[src/rtl/imsu_pkg.sv]
// Package for the Ising Metropolis spin update block: field widths, codes and shared types.
// Used by every module of the block; depends on nothing.
`timescale 1ns / 1ps

package imsu_pkg;

    localparam int LATTICE_ROWS_DEF = 64;
    localparam int LATTICE_COLS_DEF = 64;

    localparam int SITE_W      = 6;
    localparam int RANDOM_W    = 32;
    localparam int THRESH_W    = 33;
    localparam int PRODUCT_W   = 4;
    localparam int BOND_SUM_W  = 15;
    localparam int CFG_INDEX_W = 4;
    localparam int COUNT_W     = 3;
    localparam int DELTA_W     = 5;

    // Item modes.
    localparam logic MODE_TRIAL = 1'b0;
    localparam logic MODE_READ  = 1'b1;

    // Configuration register indexes.
    localparam logic [CFG_INDEX_W-1:0] CFG_THRESH_NEG4 = CFG_INDEX_W'(0);
    localparam logic [CFG_INDEX_W-1:0] CFG_THRESH_NEG2 = CFG_INDEX_W'(1);
    localparam logic [CFG_INDEX_W-1:0] CFG_THRESH_POS2 = CFG_INDEX_W'(2);
    localparam logic [CFG_INDEX_W-1:0] CFG_THRESH_POS4 = CFG_INDEX_W'(3);

    // Number of neighbours that agree with the centre spin; the product is 2*count - 4.
    localparam logic [COUNT_W-1:0] AGREE_PROD_NEG4 = COUNT_W'(0);
    localparam logic [COUNT_W-1:0] AGREE_PROD_NEG2 = COUNT_W'(1);
    localparam logic [COUNT_W-1:0] AGREE_PROD_ZERO = COUNT_W'(2);
    localparam logic [COUNT_W-1:0] AGREE_PROD_POS2 = COUNT_W'(3);
    localparam logic [COUNT_W-1:0] AGREE_PROD_POS4 = COUNT_W'(4);

    localparam logic [PRODUCT_W-1:0] PRODUCT_BIAS = PRODUCT_W'(4);
    localparam logic [DELTA_W-1:0]   DELTA_BIAS   = DELTA_W'(8);

    // Probability one in the 2^32 scale: every random value lies below it.
    localparam logic [THRESH_W-1:0] THRESH_ONE  = 33'h1_0000_0000;
    localparam logic [THRESH_W-1:0] THRESH_ZERO = 33'h0_0000_0000;

    typedef logic [THRESH_W-1:0] thresh_t;

    typedef struct packed {
        thresh_t neg4;
        thresh_t neg2;
        thresh_t pos2;
        thresh_t pos4;
    } thresh_set_t;

    typedef struct packed {
        logic                        accepted;
        logic                        spin_after;
        logic signed [PRODUCT_W-1:0] local_product;
        logic signed [DELTA_W-1:0]   bond_delta;
    } trial_result_t;

endpackage

[src/rtl/imsu_cfg_regs.sv]
// Acceptance threshold registers written through the configuration channel.
// Depends on imsu_pkg.
`timescale 1ns / 1ps

module imsu_cfg_regs (
    input  logic                               aclk,
    input  logic                               aresetn,
    input  logic                               cfg_wr,
    input  logic [imsu_pkg::CFG_INDEX_W-1:0]   cfg_index,
    input  logic [imsu_pkg::THRESH_W-1:0]      cfg_data,
    output imsu_pkg::thresh_set_t              thresh
);

    imsu_pkg::thresh_set_t thresh_reg;
    imsu_pkg::thresh_set_t thresh_next;

    always_comb begin
        thresh_next = thresh_reg;
        if (cfg_wr) begin
            unique case (cfg_index)
                imsu_pkg::CFG_THRESH_NEG4: thresh_next.neg4 = cfg_data;
                imsu_pkg::CFG_THRESH_NEG2: thresh_next.neg2 = cfg_data;
                imsu_pkg::CFG_THRESH_POS2: thresh_next.pos2 = cfg_data;
                imsu_pkg::CFG_THRESH_POS4: thresh_next.pos4 = cfg_data;
                default: ;
            endcase
        end
    end

    always_ff @(posedge aclk) begin
        if (!aresetn) begin
            thresh_reg.neg4 <= imsu_pkg::THRESH_ONE;
            thresh_reg.neg2 <= imsu_pkg::THRESH_ONE;
            thresh_reg.pos2 <= imsu_pkg::THRESH_ZERO;
            thresh_reg.pos4 <= imsu_pkg::THRESH_ZERO;
        end else begin
            thresh_reg <= thresh_next;
        end
    end

    assign thresh = thresh_reg;

endmodule

[config.mk]
export PLATFORM = sky130hd
export DESIGN_NAME = imsu_cfg_regs
export DESIGN_NICKNAME = d
export VERILOG_FILES = /design/src/rtl/imsu_pkg.sv /design/src/rtl/imsu_cfg_regs.sv
export SDC_FILE = /design/constraint.sdc
export NUM_CORES = 1
export LEC_CHECK = 0
export ABC_CLOCK_PERIOD_IN_PS = 1200
export BUFFER_PORTS_ARGS = -buffer_cell sky130_fd_sc_hd__buf_2
export CELL_PAD_IN_SITES_DETAIL_PLACEMENT = 0
export CELL_PAD_IN_SITES_GLOBAL_PLACEMENT = 2
export CORE_AREA = 5 5 147 149
export CTS_BUF_LIST = sky130_fd_sc_hd__clkbuf_4 sky130_fd_sc_hd__clkbuf_8 sky130_fd_sc_hd__clkbuf_16
export DETAILED_ROUTE_END_ITERATION = 7
export DIE_AREA = 0 0 152 154
export HOLD_SLACK_MARGIN = 0.1
export PLACE_DENSITY = 0.8
export REMOVE_ABC_BUFFERS = 1
export SLEW_MARGIN = 25
export SYNTH_ARGS = -nofsm -noshare
export SYNTH_HDL_FRONTEND = slang
export SYNTH_SLANG_ARGS = --single-unit
[constraint.sdc]
create_clock -name aclk -period 1.2 [get_ports aclk]
set_clock_uncertainty 0.05 [all_clocks]
set_input_delay 0.24 -clock aclk [delete_from_list [all_inputs] [get_ports aclk]]
set_output_delay 0.24 -clock aclk [all_outputs]
set_load 0.1 [all_outputs]
* Yosys cells after proc, flatten, opt, wreduce, memory -nomap -nowiden
Index checks and enable logic that the tools add are counted.
Storage, ports and cells: register bits after elaboration 132, input bits 40, word-level logic and storage cells 12
Cells by class: eq/ne operators 3, reductions and logical operators 5
Operators by type and width (count):
- $eq A4 B2 Y1 const B | 2
- $reduce_and A2 Y1 | 4
- $eq A4 B1 Y1 const B | 1
- $logic_not A4 Y1 | 1

* Longest topological paths before layout
depth in word-level cells 2, gate-level depth with buffers 5, mapped depth without buffers 3

* Worst setup path before layout
Ideal clock, no wire load.
kind reg2reg, start point register thresh[0] (netlist name), end point register thresh_reg (netlist bit thresh[0]), library setup time 0.072 ns, arrival 1.158 ns, slack -0.080 ns, cell stages (with the launch flop) 3, path buffers 0, period minus slack after synthesis 1.280 ns, cell sequence dfxtp_1 nand2_1 mux2i_1
RTL lines:
- to (signal assigned) | line imsu_cfg_regs.sv:37 | thresh_reg <= thresh_next;
- to (decl) | line imsu_cfg_regs.sv:14 | imsu_pkg::thresh_set_t thresh_reg;

* Worst setup path in the final report
start point register thresh_reg (netlist bit thresh[54]), end point output thresh[54] in the netlist's numbering
RTL lines:
- to (decl) | line imsu_cfg_regs.sv:11 | output imsu_pkg::thresh_set_t thresh
No word-level cell between the ends.

==> reports/results.ini <==
[placed_design]
port_buffers = 171
routabilityCongestion = 0.6632
dpl.hpwl_um = 9723

[cts]
cts_max_level = 4
cts_tree = built
numCtsBuffers = 17
cts_root_buf = clkbuf_16
clk_pin_slew_ps = 60
clockBufferDepth = 2
clock-sinks = 132
clkLatencyLatePin_ps = 410

[yosys]
ys_seq_elements = 132
synth_top_area_share_pct = 53.59
syn_area_um2 = 4931
synthFlopType = dfxtp_1
synthSimpleGateAreaFrac_pct = 14.08
ys_seq_area_share_pct = 53.59
yosysTopAreaCell = dfxtp_1
ys_top_cells_by_count = nand2_1 (163), dfxtp_1 (132), mux2i_1 (132), buf_2 (11), clkbuf_1 (10)
synth_top_family_by_area = multiplexers
yosys.area_share.adder_pct = 0
synth.area.mux_share_pct = 26.80
synth.avg_cell_area_um2 = 10.54
synth_xor_area_share_pct = 0
synth_compound_area_share_pct = 0
synth.distinct_cells = 14
synth_edf_count = 0
ys_top_cells_by_area = dfxtp_1 (54%), mux2i_1 (27%), nand2_1 (12%)
async_reset_ff_share_pct = 0
synth_most_common_cell = nand2_1
synth.yosys.warnings = 0
postSynthCellCount = 468

[setup_path]
path_buf_inv = 1
crit_path_end_kind = primary output
path_cells = buf_12
crit_slowest_cell = dfxtp_2
crit_family = flip-flops
crit_arrival_ps = 960
cp_max_fo = 2
path_class = flip-flop to primary output
required_ps = 910
start_kind = flip-flop
cpPeakStageDelay_ps = 360

[finish]
fin_util_pct = 46.72
layout.nets = 742
area_delta_synth_final_pct = 89.85
layout-drive-gt1-share_pct = 54.83
antennaDiodeCount = 0
largest_reg_flops = 132
nFillCells = 1839

[timing]
slew_headroom_pct = 79.98
fmax_mhz = 801.0
hold_viol = 0
min_period_over_period_pct = 104.0
finalWorstSetupSlack_ps = -48.48
finalSetupViolCount = 132
slew_violations = 0
min_period_ps = 1248
tightest_slew_ps = 300.4
rsz0062_at_grt = yes

[drt]
drt_first_pass_iters = 4
wl_um = 14180
route.detailed.drc = 0
drt_iter0_drc = 75
num_vias = 3977
wl_per_cell_um = 14.39
viasPerCell = 4.038
antenna_left = 0

[min_path]
hp-class = input port to flip-flop

[power]
clock_power_share_pct = 47.4
pwr-share-comb_pct = 10.8
p_switching_mw = 2.750
intPower_mw = 7.986
powerDensity_nw_per_um2 = 1147
peakVddDrop_v = 0.0009321
p_sw_share_pct = 25.62
p_seq_share_pct = 41.8
p_leak_nw = 4.030
total_power_mw = 10.74

[global_routing]
grt_use_total_pct = 12.14
grt_pass1_wl_um = 22720
grt_pass1_vias = 4108
grt_max_degree = 53
grt_overflow = 0
grt_antenna_before_repair = 0

[floorplanning]
start_util_pct = 24.61
die_w_um = 152
io_pins = 172
die_h_um = 154
rows = 52
dieArea_um2 = 23410
core_area_um2 = 20040

[run_status]
violations = setup timing
status = finished with violations

[run]
drv_cap = 0

final timing paths:
kind | endpoint | cells past startpoint | slack [ps] | from
setup / recovery | thresh[54] | 1 | -50 | thresh[54]$_SDFFE_PN0P_
hold / removal | thresh[21]$_SDFFE_PN0P_ | 3 | 120 | cfg_data[21]
setup reg to reg | thresh[61]$_SDFFE_PN0P_ | 3 | 400 | thresh[61]$_SDFFE_PN0P_
hold reg to reg | thresh[119]$_SDFFE_PN0P_ | 2 | 420 | thresh[119]$_SDFFE_PN0P_
through the flow:
stage                     instance area [µm²]  std cells  hold WS (ps)  TNS [ps]  worst slack [ps]
after floorplan                          4658        435         337.6    -97390             -1151
after global placement                   8133        902         428.5    -10760            -174.1
after detailed placement                 8133        902         434.2    -14310            -228.0
after CTS                                9169        964         100.4     -7988            -77.11
after global routing                     9361        985         106.8     -9496            -87.22
final                                    9361        985         122.1     -3897            -48.48
layout make-up:
type | count | area (µm²) | area share (%)
repair buffers | 248 | 3578 | 38.23
clock buffers | 22 | 488.0 | 5.213
flip-flops and latches | 132 | 2843 | 30.37
multi-input cells | 303 | 2017 | 21.54
clock inverters | 10 | 97.59 | 1.043
well taps | 270 | 337.8 | 3.609
placed cells by master, fill, tap and decap left out, drive strengths merged:
cell         instances
mux2i              132
nor2                 1
nand2              163
inv                  2
buf                224
nand4b               1
dfxtp              132
bufinv               1
and4bb               1
clkinvlp             3
nor2b                3
clkbuf              22
nand4                1
dlygate4sd3         24
and4b                1
clkinv               4
power by group through the flow:
stage	Combinational, mW	Clock [mW]	Sequential [mW]
3_5_place_dp	1.09	0	4.60
5_1_grt	1.22	5.48	4.49
6_report	1.16	5.09	4.48
2_1_floorplan	0.170	0	4.97
3_3_place_gp	1.09	0	4.60
4_1_cts	1.16	5.27	4.51
what timing repair did:
item                                    in CTS  in global routing
hold buffers                                24                  0
endpoints found under the setup margin     132                132
hold endpoints to repair                    75                  0
gates resized for setup                    132                 14
setup buffers                                6                 21
logic make-up after synthesis:
logic type,after synthesis
buf+inv,33
flops,132
mux,132
simple gates,171
metal layers:
layer  GRT usage [%]  part of all wire (%)
met2           19.31                    47
met1           14.46                    44
met3           5.846                   7.7
met4           3.981                   1.3
met5               0                     0
worst register-to-register path: stages (launching register included):
cell and delay, ps:
dfxtp_2 350, buf_4 110, nand2_1 50, mux2i_1 160
(Power assumes the default switching activity.)
