**src/rtl/imsu_pkg.sv**
```systemverilog
// Package for the Ising Metropolis spin update block: field widths, codes and shared types.
// Used by every module of the block; depends on nothing.
`timescale 1ns / 1ps

package imsu_pkg;

    localparam int LATTICE_ROWS_DEF = 64;
    localparam int LATTICE_COLS_DEF = 64;

    localparam int SITE_W      = 6;
    localparam int RANDOM_W    = 32;
    localparam int THRESH_W    = 33;
    localparam int PRODUCT_W   = 4;
    localparam int BOND_SUM_W  = 15;
    localparam int CFG_INDEX_W = 4;
    localparam int COUNT_W     = 3;
    localparam int DELTA_W     = 5;

    // Item modes.
    localparam logic MODE_TRIAL = 1'b0;
    localparam logic MODE_READ  = 1'b1;

    // Configuration register indexes.
    localparam logic [CFG_INDEX_W-1:0] CFG_THRESH_NEG4 = CFG_INDEX_W'(0);
    localparam logic [CFG_INDEX_W-1:0] CFG_THRESH_NEG2 = CFG_INDEX_W'(1);
    localparam logic [CFG_INDEX_W-1:0] CFG_THRESH_POS2 = CFG_INDEX_W'(2);
    localparam logic [CFG_INDEX_W-1:0] CFG_THRESH_POS4 = CFG_INDEX_W'(3);

    // Number of neighbours that agree with the centre spin; the product is 2*count - 4.
    localparam logic [COUNT_W-1:0] AGREE_PROD_NEG4 = COUNT_W'(0);
    localparam logic [COUNT_W-1:0] AGREE_PROD_NEG2 = COUNT_W'(1);
    localparam logic [COUNT_W-1:0] AGREE_PROD_ZERO = COUNT_W'(2);
    localparam logic [COUNT_W-1:0] AGREE_PROD_POS2 = COUNT_W'(3);
    localparam logic [COUNT_W-1:0] AGREE_PROD_POS4 = COUNT_W'(4);

    localparam logic [PRODUCT_W-1:0] PRODUCT_BIAS = PRODUCT_W'(4);
    localparam logic [DELTA_W-1:0]   DELTA_BIAS   = DELTA_W'(8);

    // Probability one in the 2^32 scale: every random value lies below it.
    localparam logic [THRESH_W-1:0] THRESH_ONE  = 33'h1_0000_0000;
    localparam logic [THRESH_W-1:0] THRESH_ZERO = 33'h0_0000_0000;

    typedef logic [THRESH_W-1:0] thresh_t;

    typedef struct packed {
        thresh_t neg4;
        thresh_t neg2;
        thresh_t pos2;
        thresh_t pos4;
    } thresh_set_t;

    typedef struct packed {
        logic                        accepted;
        logic                        spin_after;
        logic signed [PRODUCT_W-1:0] local_product;
        logic signed [DELTA_W-1:0]   bond_delta;
    } trial_result_t;

endpackage

```
**src/rtl/imsu_decide.sv**
```systemverilog
// Metropolis decision for one site: neighbour agreement count, threshold select and
// compare, flip and bond sum change. Purely combinational; depends on imsu_pkg.
`timescale 1ns / 1ps

module imsu_decide #(
    parameter int LATTICE_COLS = imsu_pkg::LATTICE_COLS_DEF
) (
    input  logic                              mode,
    input  logic [$clog2(LATTICE_COLS)-1:0]   col,
    input  logic [LATTICE_COLS-1:0]           row_up,
    input  logic [LATTICE_COLS-1:0]           row_cur,
    input  logic [LATTICE_COLS-1:0]           row_dn,
    input  logic [imsu_pkg::RANDOM_W-1:0]     random_value,
    input  imsu_pkg::thresh_set_t             thresh,
    output imsu_pkg::trial_result_t           result
);

    localparam int CW = $clog2(LATTICE_COLS);

    logic [CW-1:0]                     col_left;
    logic [CW-1:0]                     col_right;
    logic                              spin;
    logic [imsu_pkg::COUNT_W-1:0]      agree;
    imsu_pkg::thresh_t                 thresh_sel;
    logic                              pass;
    logic                              trial;
    logic                              flip;

    assign col_left  = (col == '0) ? CW'(LATTICE_COLS - 1) : col - CW'(1);
    assign col_right = (col == CW'(LATTICE_COLS - 1)) ? '0 : col + CW'(1);

    assign spin  = row_cur[col];
    assign agree = {2'b00, spin ~^ row_up[col]}
                 + {2'b00, spin ~^ row_dn[col]}
                 + {2'b00, spin ~^ row_cur[col_left]}
                 + {2'b00, spin ~^ row_cur[col_right]};

    always_comb begin
        case (agree)
            imsu_pkg::AGREE_PROD_NEG4: thresh_sel = thresh.neg4;
            imsu_pkg::AGREE_PROD_NEG2: thresh_sel = thresh.neg2;
            imsu_pkg::AGREE_PROD_ZERO: thresh_sel = imsu_pkg::THRESH_ONE;
            imsu_pkg::AGREE_PROD_POS2: thresh_sel = thresh.pos2;
            imsu_pkg::AGREE_PROD_POS4: thresh_sel = thresh.pos4;
            default:                   thresh_sel = imsu_pkg::THRESH_ONE;
        endcase
    end

    assign pass  = {1'b0, random_value} < thresh_sel;
    assign trial = (mode == imsu_pkg::MODE_TRIAL);
    assign flip  = trial && pass;

    always_comb begin
        result.accepted      = flip;
        result.spin_after    = spin ^ flip;
        result.local_product = trial ? $signed({agree, 1'b0} - imsu_pkg::PRODUCT_BIAS) : '0;
        // A flip changes the bond sum by -2p = 8 - 4*count.
        result.bond_delta    = flip ? $signed(imsu_pkg::DELTA_BIAS - {agree, 2'b00}) : '0;
    end

endmodule

```
**config.mk**
```make
export PLATFORM = sky130hd
export DESIGN_NAME = imsu_decide
export DESIGN_NICKNAME = d
export VERILOG_FILES = /design/src/rtl/imsu_pkg.sv /design/src/rtl/imsu_decide.sv
export SDC_FILE = /design/constraint.sdc
export NUM_CORES = 1
export LEC_CHECK = 0
export BUFFER_PORTS_ARGS = -buffer_cell sky130_fd_sc_hd__buf_4
export CAP_MARGIN = 30
export CORE_AREA = 4 4 145 147
export DETAILED_ROUTE_END_ITERATION = 8
export DIE_AREA = 0 0 149 151
export MAX_ROUTING_LAYER = met4
export PLACE_DENSITY = 0.52
export SYNTH_ARGS = -nofsm -noshare
export SYNTH_HDL_FRONTEND = slang
export SYNTH_SLANG_ARGS = --single-unit
```
**constraint.sdc**
```tcl
create_clock -name vclk -period 13.6
set_input_delay 3.4 -clock vclk [all_inputs]
set_output_delay 3.4 -clock vclk [all_outputs]
set_load 0.1 [all_outputs]
```
-- After elaboration in Yosys (flattened, before gate mapping)
Index checks and enable logic that the tools add are counted.
- flip-flop bits (word level): 0
- latch bits: 0
- bits in writable memories: 0
- bits in read-only memories: 0
- output and inout bits: 11
- memories: 0
- add/subtract/negate cells: 7
- $mul: 0
- div/mod/pow operators: 0
- order comparisons: 4
- equal/unequal tests: 4
- shift-type cells: 0
- muxes and demuxes: 15
- bitwise operators: 6
- reduce and logical (&&, ||, !) cells: 3
- operators with widths (operator ; number):
    $pmux 33 s4 ; 1
    $lt 32x33->1 ; 1
    $bmux 1 s6 ; 5
    $lt 6x7->1 const B ; 3
    $mux 6 ; 2
    $add 6x1->6 const B ; 1
    $eq 6x6->1 const B ; 1
    $logic_not 6->1 ; 1
    $sub 6x1->6 const B ; 1
    $mux 1 ; 5
    $mux 5 ; 1
    $sub 4x5->5 const A ; 1
    $mux 4 ; 1
    $sub 4x3->4 const B ; 1
    $xnor 1x1->1 ; 4
    $add 2x1->3 ; 1
    $add 3x1->3 ; 1
    $eq 3x1->1 const B ; 1
    $eq 3x2->1 const B ; 1
    $eq 3x3->1 const B ; 1
    $logic_not 3->1 ; 1
    $add 1x1->2 ; 1
    $logic_and 1x1->1 ; 1
    $not 1->1 ; 1
    $xor 1x1->1 ; 1

-- Logic depth before layout (Yosys ltp)
Gate-level depths: netlist of the first run.
- depth in word-level cells: 12
- mapped depth: 34

-- Least setup slack after synthesis of the first run
Ideal clock, no wire load.
- path kind: input-to-output
- from: input port col[0]
- to: output port result[9] in the netlist's numbering
- arrival time: 10.955 ns
- data required time: 10.200 ns
- setup slack: -0.755 ns
- cell stages on the path: 31
- cell sequence: buf_2 inv_1 buf_1 ha_1 or4b_4 buf_6 o21ai_4 mux2_2 o2111ai_1 mux2_2 o211ai_1 or3_1 nand4b_1 ha_1 inv_1 ha_1 clkbuf_1 nand2_1 nor2_1 clkbuf_1 a22o_1 o21ai_0 ha_1 a21o_1 a21o_1 a21oi_1 o221ai_1 a211oi_1 o31a_1 o21ai_0 xnor2_1
- RTL lines (what ; line ; text):
    start, declared ; imsu_decide.sv:9 ; input logic [$clog2(LATTICE_COLS)-1:0] col,
    end, declared ; imsu_decide.sv:15 ; output imsu_pkg::trial_result_t result

==> reports/metrics.yaml, run 1 <==
drv_slew: 0
drv_cap: 0
setup_viol: 0
die_area_um2: 22500
syn_area_per_cell_um2: 8.416
drt_iter0_markers: 255
min_path_cells: 3
worstPathArrival_ns: 9.69
io_pins: 374
path_delay_family: "compound AO/OA/AOI/OAI gates"
synthCells: 578
place_congestion: 0.8953
multi_input_area_um2: 4591
path_max_fanout: 31
worst_ep_required_time_ns: 10.20
grt_first_pass_wirelength_mm: 38.14
synthDominantCellAreaShare_pct: 25.93
antenna_cells: 0
grt_pass1_vias: 6582
regArea_um2: 0
area_growth_pct: 66.41
wl_per_cell_um: 22.12
ir_drop_mv: 0.09909
postCtsSetupBuffers: 0
grt.overflow.total: 0
seq_cells: 0
dp_cells: 1196
die_h_um: 151
instances_no_fill: 1196
cp.depth: 28
synth-warning-count: 0
yosysSeqAreaShare_pct: 0
fmax_ghz: 0.07642
rows: 52
synth_area_um2: 4865
status: "finished, final reports clean"
core_area_um2: 19910
drc: 0
antenna_found_initial: 0
grt.total_usage_pct: 22.08
drive_above_1_share_pct: 52.59
p_leak_nw: 3.703
synth_common_cells: "a22o_1 (65), mux4_2 (56), o21ai_0 (48)"
port_buffers: 371
fill_cells: 2081
yosysMostFrequentCell: "a22o_1"
utilization_pct: 40.66
grt_max_degree: 49
path_class: "input pin to output port"
ys_top_cells_by_area: "mux4_2 (26%), a22o_1 (12%), ha_1 (9.5%), mux2i_1 (6.0%), o21ai_0 (4.9%)"
fin_crit_ns: 13.09
critPathSlowestCell: "mux4_2"
die_w_um: 149
setup-tns-final_ns: 0
period_share_pct: 96.22
nNetsFinal: 1329
slew_headroom_pct: 49.46
hp-class: "input pin to output port"
via_per_inst: 5.420
totalWireLength_mm: 26.46
rsz0062_at_grt: "no"
floorplan.initialDensity_pct: 24.43
hold_slack_ns: 7.182
path_buf_inv: 5
worstSetupEndpointType: "output port"
drtPass1Iterations: 6
netlist.top_cell.by_area: "mux4_2"
max_stage_delay_ns: 0.51
postCtsHoldBufs: 0
ys_types: 62
setup.worst_path.start_class: "input pin"
ant_nets: 0
powerDensity_nw_per_um2: 156.0
num-clock-buffers: 0
crit_path_frequent_cell: "ha_1"
hold_viol: 0
tightest_slew_ns: 0.7554
place_hpwl_mm: 22.91
vias: 6482
==> cells in the final DEF, fill, tap and decap left out, types with 6 or more instances in the layout <==
cell,instances
nand3_1,21
mux2_2,9
buf_4,394
o21ai_0,47
xnor2_1,6
mux4_2,56
nand4_1,8
a21oi_1,21
nor2_1,22
ha_1,36
nor3_1,9
o211ai_1,17
nand2_1,45
a211oi_1,7
inv_1,14
mux2i_1,28
a21o_1,11
a22o_1,65
a31oi_1,7
a22oi_1,13
==> report_power, final <==
part	internal (W)	switching, W
logic	0.000547	0.000715
clock network	0	0
registers	0	0
==> timing repair <==
| action | in CTS | in global routing |
|---|---|---|
| gates resized for setup | 0 | 7 |
| hold endpoints to repair | 0 | 0 |
| setup endpoints to repair | 0 | 5 |
==> cell families (layout without fill, tap and decap cells) <==
kind of cell / count (synthesis) / in the layout / synth area share [%]
multiplexers: 94 / 94 / 33.98
XOR/XNOR: 10 / 10 / 1.801
buffers and inverters: 72 / 418 / 7.021
AO/OA/AOI/OAI: 223 / 223 / 33.13
AND/OR/NAND/NOR: 140 / 140 / 14.07
other: 1 / 3 / 0.07709
adder cells (fa/ha/maj): 38 / 38 / 9.928
==> path summary, 6_finish.rpt <==
path	slack, ns	startpoint	end
worst max-delay path	0.51	col[0]	result[9]
worst min-delay path	7.18	mode	result[6]
==> tightest hold or removal path: stages <==
cell and delay [ns]:
buf_4 0.11, nor2_1 0.04, buf_4 0.22
==> metrics by stage <==
stage	power [W]	cell area [um^2]	setup slack, ns
after detailed placement	0.001253	8073	0.2600
after global placement	0.001258	8073	0.3073
final	0.001263	8095	0.5144
after floorplan	0.0008596	4907	-0.1429
after CTS	0.001259	8073	0.2439
after global routing	0.001389	8095	0.02875
==> area by class of cell <==
type | count | area share [%]
inverter | 14 | 0.6492
multi-input combinational | 508 | 56.71
tap | 270 | 4.173
timing repair buffer | 404 | 38.47
==> layer usage <==
metal,global-route usage [%],wire [um],vias to the layer above,share of wire [%]
met5,-,0,-,0
met3,2.394,1796,30,6.8
met1,27.62,10650,3065,40
met4,3.478,466,0,1.8
met2,39.35,13550,327,51
li1,-,-,3060,-
Note: power is estimated with default switching activity, not from simulation.
==> inputs of run 2 (changes only) <==
--- a/config.mk
+++ b/config.mk
@@ -12,6 +12,7 @@
 export DIE_AREA = 0 0 149 151
 export MAX_ROUTING_LAYER = met4
 export PLACE_DENSITY = 0.52
+export REMOVE_ABC_BUFFERS = 1
 export SYNTH_ARGS = -nofsm -noshare
 export SYNTH_HDL_FRONTEND = slang
 export SYNTH_SLANG_ARGS = --single-unit
==> reports/metrics.yaml, run 2 (synthesis gave the netlist of run 1 again) <==
die_w_um: 149  # unchanged
p_leak_nw: 3.796  # was 3.703 nW
nNetsFinal: 1346  # was 1329
io_pins: 374  # unchanged
die_area_um2: 22500  # unchanged
drv_cap: 0  # unchanged
grt.overflow.total: 0  # unchanged
worst_ep_required_time_ns: 10.20  # about the same
drt_iter0_markers: 452  # was 255
hold_viol: 0  # unchanged
drive_above_1_share_pct: 53.23  # was 52.59%
drtPass1Iterations: 5  # was 6
hp-class: "input pin to output port"  # unchanged
grt_max_degree: 52  # was 49
p_seq_share_pct: 0  # about the same
grt.total_usage_pct: 22.89  # was 22.08%
rows: 52  # unchanged
seq_cells: 0  # unchanged
power_frac_clock_pct: 0  # about the same
via_per_inst: 5.471  # was 5.420
floorplan.initialDensity_pct: 24.43  # unchanged
port_buffers: 371  # unchanged
rsz0062_at_grt: "no"  # unchanged
vias: 6636  # was 6482
antenna_found_initial: 0  # unchanged
die_h_um: 151  # unchanged
final_cell_mix: "buf_4 (411), a22o_1 (65), mux4_2 (56), o21ai_0 (47), nand2_1 (45)"  # was buf_4 (394), a22o_1 (65), mux4_2 (56), o21ai_0 (47), nand2_1 (45)
worstSetupEndpointType: "output port"  # unchanged
tightest_slew_ns: 0.6837  # was 0.7554 ns
worstPathArrival_ns: 9.78  # was 9.69 ns
fill_cells: 2099  # was 2081
slew_headroom_pct: 54.42  # was 49.46%
ant_nets: 0  # unchanged
top_layer_used: "met4"  # unchanged
area_growth_pct: 69.01  # was 66.41%
path_max_fanout: 15  # was 31
worst_slack_ns: 0.4228  # was 0.5144 ns
hold_slack_ns: 7.200  # was 7.182 ns
regArea_um2: 0  # unchanged
setup_viol: 0  # unchanged
drv_slew: 0  # unchanged
status: "finished, final reports clean"  # unchanged
wl_met1_mm: 10.27  # was 10.65 mm
wl_met2_mm: 14.07  # was 13.55 mm
period_share_pct: 96.89  # was 96.22%
num-clock-buffers: 0  # unchanged
wl_met3_mm: 2.243  # was 1.796 mm
drc: 0  # unchanged
postCtsSetupBuffers: 0  # unchanged
wl_per_cell_um: 22.30  # was 22.12 um
p_switching_w: 0.0007321  # was 0.0007155 W
place_congestion: 0.9551  # was 0.8953
combPwrFrac_pct: 100.0  # about the same
place_hpwl_mm: 23.14  # was 22.91 mm
ir_drop_mv: 0.1314  # was 0.09909 mV
grt_first_pass_wirelength_mm: 39.17  # was 38.14 mm
grt_pass1_vias: 6896  # was 6582
fin_crit_ns: 13.18  # was 13.09 ns
min_path_cells: 3  # unchanged
max_stage_delay_ns: 0.51  # about the same
path_class: "input pin to output port"  # unchanged
setup.worst_path.start_class: "input pin"  # unchanged
intPower_w: 0.0005812  # was 0.0005471 W
powerDensity_nw_per_um2: 159.7  # was 156.0 nW/um^2
final_common_cell: "buf_4"  # unchanged
antenna_cells: 0  # unchanged
crit_path_frequent_cell: "ha_1"  # unchanged
core_area_um2: 19910  # unchanged
swShare_pct: 55.74  # was 56.67%
fmax_ghz: 0.07589  # was 0.07642 GHz
critPathSlowestCell: "mux4_2"  # unchanged
totalWireLength_mm: 27.05  # was 26.46 mm
post-place-ws_ns: -0.2289  # was 0.2600 ns
## run 2: changes by cell type in the layout (fill, tap and decap cells not counted), sizes merged
| cell | change |
|---|---|
| buf | +17 |
## run 2: layout make-up
| type | instances | area, um^2 | share of cell area, % |
|---|---|---|---|
| tap | 270 | 337.8 | 4.109 |
| multi-input combinational | 508 | 4581 | 55.71 |
| inverter | 14 | 52.55 | 0.6392 |
| timing repair buffer | 421 | 3251 | 39.54 |
## run 2: worst paths after layout
kind | to | start | slack (ns)
setup / recovery | result[3] | col[0] | 0.42
hold / removal | result[6] | mode | 7.20
## run 2: repair_timing
item / CTS / global route
gates resized for setup: 1 / 10
hold buffers: 0 / 0
setup endpoints to repair: 5 / 5
pin swaps: 0 / 2
## run 2: critical path, delay by kind of cell
family	cells	cell delay [ns]
simple gates	4	0.75
xor+xnor	1	0.06
fa+ha+maj	5	1.68
buf+inv	6	0.96
mux	1	0.51
compound gates	13	2.40
## run 2: power by group through the flow
| stage | clock, W | combinational, W | sequential (W) |
|---|---|---|---|
| after CTS | 0 | 0.00130 | 0 |
| after detailed placement | 0 | 0.00130 | 0 |
| final | 0 | 0.00131 | 0 |
| after floorplan | 0 | 0.000804 | 0 |
| after global placement | 0 | 0.00129 | 0 |
| after global routing | 0 | 0.00144 | 0 |
## run 2: per-stage QoR
| stage | util [%] | total power (W) | TNS [ns] | cell area, um^2 | cells |
|---|---|---|---|---|---|
| floorplan | - | 0.0008040 | -8.983 | 4583 | 522 |
| global placement | 41.08 | 0.001286 | -0.2554 | 8178 | 1213 |
| global route | 41.30 | 0.001439 | 0 | 8222 | 1213 |
| detailed placement | 41.08 | 0.001298 | -0.7647 | 8178 | 1213 |
| CTS | 41.08 | 0.001304 | 0 | 8178 | 1213 |
| finish | 41.30 | 0.001313 | 0 | 8222 | 1213 |
## run 2: routing by layer
metal	up-vias	GRT usage (%)
met1	3132	27.35
met2	373	42.43
met5	-	-
li1	3102	-
met4	0	3.158
met3	29	2.693
